`src/hw/rtl/box_blur_3x3_edge_average_macros.svh`:
```
// assertion helpers shared by the blur block
`ifndef BOX_BLUR_3X3_EDGE_AVERAGE_MACROS_SVH
`define BOX_BLUR_3X3_EDGE_AVERAGE_MACROS_SVH

// same-cycle implication, checked outside reset
`define BBEA_ASSERT_NOW(lbl, ante, cons) \
  lbl: assert property (@(posedge clk) disable iff (rst) (ante) |-> (cons)) \
    else $error("blur assertion failed");

// next-cycle implication, checked outside reset
`define BBEA_ASSERT_NEXT(lbl, ante, cons) \
  lbl: assert property (@(posedge clk) disable iff (rst) (ante) |=> (cons)) \
    else $error("blur assertion failed");

`endif

```
`src/hw/rtl/bbea_pkg.sv`:
```
`default_nettype none
package bbea_pkg;

  localparam int MAX_WIDTH  = 1024;
  localparam int MAX_HEIGHT = 1024;
  localparam int DIM_W      = 11;
  localparam int COL_W      = $clog2(MAX_WIDTH);
  localparam int ROW_W      = $clog2(MAX_HEIGHT);
  localparam int CH_W       = 8;
  localparam int PIX_W      = 3 * CH_W;
  localparam int SUM_W      = 12;
  localparam int CNT_W      = 4;
  localparam int RECIP_W    = 20;
  localparam int NUM_W      = SUM_W + 1;
  localparam int PROD_W     = NUM_W + RECIP_W;

  localparam logic REG_WIDTH  = 1'b0;
  localparam logic REG_HEIGHT = 1'b1;

  localparam logic [DIM_W-1:0] WIDTH_RESET  = DIM_W'(640);
  localparam logic [DIM_W-1:0] HEIGHT_RESET = DIM_W'(480);

  typedef struct packed {
    logic       accept;
    logic       load;
    logic       capture;
    logic       divide;
    logic [1:0] idx;
  } cmd_t;

  typedef struct packed {
    logic [3:0] combo_ok;
  } status_t;

  // ceil(2^20 / (2*count)), exact for every numerator the sums can reach
  function automatic logic [RECIP_W-1:0] recip(input logic [CNT_W-1:0] cnt);
    logic [RECIP_W-1:0] m;
    case (cnt)
      4'd1:    m = RECIP_W'(524288);
      4'd2:    m = RECIP_W'(262144);
      4'd3:    m = RECIP_W'(174763);
      4'd4:    m = RECIP_W'(131072);
      4'd6:    m = RECIP_W'(87382);
      4'd9:    m = RECIP_W'(58255);
      default: m = RECIP_W'(524288);
    endcase
    return m;
  endfunction

endpackage
`default_nettype wire

```
`src/hw/rtl/bbea_ctrl.sv`:
```
`default_nettype none
module bbea_ctrl (
  input  wire logic              clk,
  input  wire logic              rst,
  input  wire logic              in_valid,
  output logic                   in_stall,
  output logic                   out_valid,
  input  wire logic              out_stall,
  input  wire bbea_pkg::status_t status,
  output bbea_pkg::cmd_t         cmd
);

  typedef enum logic [4:0] {
    S_IDLE   = 5'b00001,
    S_LOAD   = 5'b00010,
    S_SCAN   = 5'b00100,
    S_DIVIDE = 5'b01000,
    S_EMIT   = 5'b10000
  } state_t;

  state_t     state, state_next;
  logic [1:0] idx, idx_next;

  always_comb begin
    state_next  = state;
    idx_next    = idx;
    cmd.accept  = 1'b0;
    cmd.load    = 1'b0;
    cmd.capture = 1'b0;
    cmd.divide  = 1'b0;
    cmd.idx     = idx;
    in_stall    = 1'b1;
    out_valid   = 1'b0;
    case (state)
      S_IDLE: begin
        in_stall = 1'b0;
        if (in_valid) begin
          cmd.accept = 1'b1;
          state_next = S_LOAD;
        end
      end
      S_LOAD: begin
        cmd.load   = 1'b1;
        idx_next   = 2'd0;
        state_next = S_SCAN;
      end
      S_SCAN: begin
        // walk the four row/column combos in raster order, skipping absent ones
        if (status.combo_ok[idx]) begin
          cmd.capture = 1'b1;
          state_next  = S_DIVIDE;
        end else if (idx == 2'd3) begin
          state_next = S_IDLE;
        end else begin
          idx_next = idx + 2'd1;
        end
      end
      S_DIVIDE: begin
        cmd.divide = 1'b1;
        state_next = S_EMIT;
      end
      S_EMIT: begin
        out_valid = 1'b1;
        if (!out_stall) begin
          if (idx == 2'd3) begin
            state_next = S_IDLE;
          end else begin
            idx_next   = idx + 2'd1;
            state_next = S_SCAN;
          end
        end
      end
      default: begin
        state_next = S_IDLE;
      end
    endcase
  end

  always_ff @(posedge clk) begin
    if (rst) begin
      state <= S_IDLE;
      idx   <= 2'd0;
    end else begin
      state <= state_next;
      idx   <= idx_next;
    end
  end

endmodule
`default_nettype wire

```
`config.mk`:
```
export PLATFORM = sky130hd
export DESIGN_NAME = bbea_ctrl
export DESIGN_NICKNAME = d
export VERILOG_FILES = /design/src/hw/rtl/box_blur_3x3_edge_average_macros.svh /design/src/hw/rtl/bbea_pkg.sv /design/src/hw/rtl/bbea_ctrl.sv
export SDC_FILE = /design/constraint.sdc
export NUM_CORES = 1
export LEC_CHECK = 0
export BUFFER_PORTS_ARGS = -buffer_cell sky130_fd_sc_hd__buf_2
export CAP_MARGIN = 30
export CORE_AREA = 2 2 39 41
export DETAILED_ROUTE_END_ITERATION = 16
export DIE_AREA = 0 0 41 43
export PLACE_DENSITY = 0.74
export SLEW_MARGIN = 20
export SYNTH_ARGS = -nofsm -noshare
export SYNTH_HDL_FRONTEND = slang
export SYNTH_SLANG_ARGS = --single-unit
```
`constraint.sdc`:
```
create_clock -name clk -period 1.81 [get_ports clk]
set_input_delay 0.0905 -clock clk [delete_from_list [all_inputs] [get_ports clk]]
set_output_delay 0.0905 -clock clk [all_outputs]
set_load 0.005 [all_outputs]
```
# After elaboration in Yosys (flattened, before gate mapping)
# Cells that the tools add are included.
# W data, S select, Z words.
dict set report word_totals {
  output_inout_bits 8
  elab_cells 37
  register_bits 7
}
dict set report op_classes {
  n_lt_le_gt_ge 1
  n_mux 20
  n_eq_ne 10
  n_reduce_logical 3
  addsub 1
}
# cell count
set ops {}
lappend ops {{$pmux W5 S5} 1}
lappend ops {{$mux W5} 4}
lappend ops {{$mux W1} 9}
lappend ops {{$mux W2} 3}
lappend ops {{$ne A2 B2 Y1 const B} 3}
lappend ops {{$pmux W2 S3} 1}
lappend ops {{$reduce_and A3 Y1} 2}
lappend ops {{$eq A5 B1 Y1 const B} 1}
lappend ops {{$eq A5 B2 Y1 const B} 1}
lappend ops {{$eq A5 B3 Y1 const B} 1}
lappend ops {{$eq A5 B4 Y1 const B} 1}
lappend ops {{$eq A5 B5 Y1 const B} 1}
lappend ops {{$lt A2 B3 Y1 const B} 1}
lappend ops {{$mux W3} 1}
lappend ops {{$ne A3 B3 Y1 const B} 1}
lappend ops {{$reduce_bool A3 Y1} 1}
lappend ops {{$add A2 B1 Y2 const B} 1}
lappend ops {{$bmux W1 S2} 1}
lappend ops {{$eq A2 B2 Y1 const B} 1}

# Depth between registers and ports, before layout
dict set report depth {
  ltp_word 4
  ltp_mapped 5
  ltp_nobuf 5
}

# Least setup slack after synthesis
# Ideal clock, no wire load.
dict set report synth_path {
  path_kind {register to register}
  startpoint {register idx[0]}
  endpoint {register idx[0]}
  t_required_ns 1.689
  setup_slack_ns -0.126
  arrival_ns 1.815
  path_stages_with_launch 5
  path_cell_list {dfxtp_1 > mux4_2 > or4_4 > o21ai_2 > mux2_4}
}
dict set report synth_between {
  elab_chain_cells 4
  elab_cells_between_ends 10
  classes_between {1 x add/sub; 2 x eq/ne; 6 x mux; 1 x reduce/logical}
}
# element line
set synth_lines {}
lappend synth_lines {{start, declared} bbea_ctrl.sv:22} ;# logic [1:0] idx, idx_next;
lappend synth_lines {{start signal, assigned} bbea_ctrl.sv:85} ;# idx <= idx_next;
lappend synth_lines {{$add A2 B1 Y2, or another cell as far along} {bbea_ctrl.sv:55, bbea_ctrl.sv:68}}
lappend synth_lines {{$mux W2 or $mux W1 (tied branches)} {bbea_ctrl.sv:52, bbea_ctrl.sv:65, bbea_ctrl.sv:49}}
lappend synth_lines {{$mux W2, or another cell as far along} bbea_ctrl.sv:64} ;# if (!out_stall) begin
lappend synth_lines {{$pmux W2 S3 or $reduce_and A3 Y1 (tied branches)} n/a}
# Parallel ways exist; a longest one is shown, timed or not. The select of a mux whose other input is x is not followed.
# A chain may end at the register's enable or synchronous reset.

# Worst setup path in the final report
# Same ends and word-level chain as after synthesis.

==> metrics.md <==
| Metric | Value |
|---|---|
| Global-route usage over all layers | 15.6% |
| Rows | 14 |
| Gate count after technology mapping | 61 |
| I/O Pins | 16 |
| Flip-flop and latch count after synthesis | 7 |
| Peak supply drop | 0.182 mV |
| Minimum clock period after layout | 1.90 ns |
| Proportion of total power due to net switching | 33.2% |
| Number of antenna-violating nets in the routed design | 0 |
| Register area share after synthesis | 27.5% |
| Total power per unit cell area | 737 nW/µm² |
| Pins Over Slew Limit | 0 |
| Fraction of met3 tracks used by global routing | 1.57% |
| Via count of the first global-routing pass | 450 |
| Crit Path Class | reg2reg |
| Post-Synthesis Net Count | 70 |
| Post-CTS Setup Inserts | 0 |
| Total clock sinks | 7 |
| Final setup violation count | 3 |
| Die outline area | 1760 µm² |
| Final nets | 89 |
| Count of unresolved DRC violations after routing | 0 |
| Post-route clock period utilization | 105% |
| CP max FO | 3 |
| Crit path buf inv count | 0 |
| Clock tree from TritonCTS | yes |
| Vias per Instance | 5.44 |
| Max cap viols | 0 |
| Path category of the worst min-delay check | in2reg |
| Area inside the core boundary | 1380 µm² |
| Hold wc startpoint | rst |
| Post-CTS Resized | 1 |
| Worst setup path startpoint | idx[0] |
| Post-layout utilization of the core | 47.0% |
| Clock buffer depth | 2 |
| Global-route wire length before repair | 1890 µm |
| Sequential power share | 37.8% |
| Yosys warnings | 0 |
| Total wire length after detailed routing | 1250 µm |
| Clock network power share | 30.6% |
| Final Power | 480 µW |
| FF-to-FF Start | idx[0] |
| Max frequency | 0.526 GHz |
| Die H | 43 µm |
| Proportion of layout cells with a drive suffix above 1 | 36.7% |
| Setup TNS | -0.211 ns |
| Worst clock skew on the final layout | 0.00558 ns |
| Number of different library cells in the post-synthesis netlist | 30 |
| Total internal power | 320 µW |
| WL per Instance | 13.2 µm |
| Number of filler instances in the final layout | 134 |
| Worst setup EP type | flip-flop |
| Unrepaired setup endpoints after global routing | true |
| Peak-usage layer in the global routing report | met2 |
| Vias | 517 |
| Total CTS buffers | 3 |
| Setup WS post-layout | -0.0918 ns |
| Kind of start point of the critical path | flip-flop |
| Outcome | complete, but fails checks |
| Number of antenna violations at the first check in global routing | 0 |
| Combinational power share | 31.6% |
| Worst Tran Pin Value | 0.412 ns |
| Lkg Pwr | 0.000302 µW |
| Clk_lat worst skew | 0.26 ns |
| Pin count of the biggest net entering global routing | 12 |
| Critical path's slowest cell | or4_4 |
| CTS clock-pin slew for the worst setup and hold paths | 0.05 ns |
| Data arrival at the endpoint of the critical path | 2.04 ns |
| Met2 track demand over resource | 23.8% |
| Iter 0 DRT Violations | 18 |
| Routability congestion estimate | 0.788 |
| Count of inserted antenna diode cells | 0 |
| Failing checks | setup timing |
| Hold Violations, Final | 0 |
| Hold-fix buffers at CTS | 0 |
| Headroom to the max-slew limit | 72.3% |
| I/O Buffers | 15 |
| Detail Placement HPWL | 886 µm |
| Total grt overflow | 0 |
| Cells along the critical path | mux4_2, or4_4, o21ai_4, mux2_4 |
| Mapped cell area | 509 µm² |
| Endpoint required time on the critical path | 1.95 ns |
| Area growth from synthesis to layout | 27.8% |
| Max stage delay on crit path | 0.53 ns |
| Total number of H-tree levels | 1 |
| Cell family with the largest share of critical-path delay | multiplexers |
| Cell at the root of the clock tree | clkbuf_4 |
| Die Span X | 41 µm |
| Starting Density | 36.8% |
| Avg Inst Size Synth | 8.35 µm² |
| GR Util met1 | 19.7% |
| Net Sw Power | 159 µW |
| Count of TritonRoute iterations in the first routing pass | 4 |
==> final timing paths <==
kind                            slack, ns        to  depth (start not counted)
worst max-delay path                -0.09    idx[0]                          4
worst min-delay path                 0.13  state[2]                          2
worst max register to register      -0.09    idx[0]                          4
worst min register to register       0.68  state[3]                          2
==> power groups by stage <==
stage | logic (µW) | clock network (µW) | registers [µW]
after floorplan | 109 | 0 | 171
after global placement | 141 | 0 | 184
after detailed placement | 146 | 0 | 184
after CTS | 150 | 149 | 181
after global routing | 164 | 156 | 183
final | 152 | 147 | 181
==> logic make-up after synthesis <==
group,share of synthesized area (%)
adders and majority gates,2.46
and+or+nand+nor,36.9
DFF,27.5
buffers and inverters,6.63
xor gates and xnor gates,3.44
AOI/OAI and AO/OA,12.8
muxes,10.3
==> metal layers <==
metal | wire, µm | up-vias
met5 | 0 | -
met4 | 21 | 0
li1 | - | 259
met2 | 610 | 30
met1 | 548 | 224
met3 | 72 | 4
==> cell usage in the layout, fill, tap and decap left out, types with 2 or more instances in the layout <==
cell / count
nor3_1: 6
nor2b_1: 3
dfxtp_1: 6
nor4_1: 2
nand2b_1: 2
nor2_1: 3
and2_1: 2
o21ai_0: 3
buf_4: 4
nand3b_1: 2
inv_1: 4
clkbuf_4: 3
buf_2: 15
nor3b_1: 3
mux2_4: 2
==> synthesized netlist by cell type <==
cell type | number | area [µm²]
dfxtp_1 | 7 | 140
nor3_1 | 6 | 30.0
clkbuf_1 | 5 | 18.8
inv_1 | 4 | 15.0
nor2_1 | 3 | 11.3
nor2b_1 | 3 | 18.8
nor3b_1 | 3 | 22.5
o21ai_0 | 3 | 15.0
and2_1 | 2 | 12.5
mux2_4 | 2 | 30.0
nand2b_1 | 2 | 12.5
nand3b_1 | 2 | 15.0
nor4_1 | 2 | 12.5
a211oi_1 | 1 | 7.51
a22o_1 | 1 | 8.76
a32oi_1 | 1 | 8.76
and3_1 | 1 | 6.26
ha_1 | 1 | 12.5
mux4_2 | 1 | 22.5
nand2_1 | 1 | 3.75
nand4b_1 | 1 | 8.76
o211ai_1 | 1 | 7.51
o21ai_2 | 1 | 8.76
o221ai_1 | 1 | 8.76
or2b_2 | 1 | 8.76
or3_1 | 1 | 6.26
or4_1 | 1 | 7.51
or4_4 | 1 | 11.3
xnor2_1 | 1 | 8.76
xor2_1 | 1 | 8.76
==> area by class of cell <==
type	instances	area, µm²	share of cell area [%]
repair buffers	19	105	16.2
clock buffers	4	26.3	4.04
well taps	16	20.0	3.08
multi-input cells	45	343	52.7
inverters	4	15.0	2.31
flip-flops and latches	7	141	21.7
==> flip-flops by register name (all words and copies together), names as in the netlist <==
signal / flops
idx: 2
state: 5
==> worst reg2reg max path: stages, from the launching register on <==
cell	delay (ns)
dfxtp_2	0.34
mux4_2	0.52
or4_4	0.53
o21ai_4	0.10
mux2_4	0.31
==> per-stage QoR <==
step	instances	setup WS (ns)	hold WS (ns)	instance area, µm²
floorplan	61	-0.0726	0.163	510
global placement	91	-0.0474	0.380	617
detailed placement	91	-0.0909	0.389	617
CTS	95	-0.0915	0.125	651
global route	95	-0.123	0.136	651
finish	95	-0.0918	0.131	651
No activity file was read; power rests on OpenSTA's default activity.
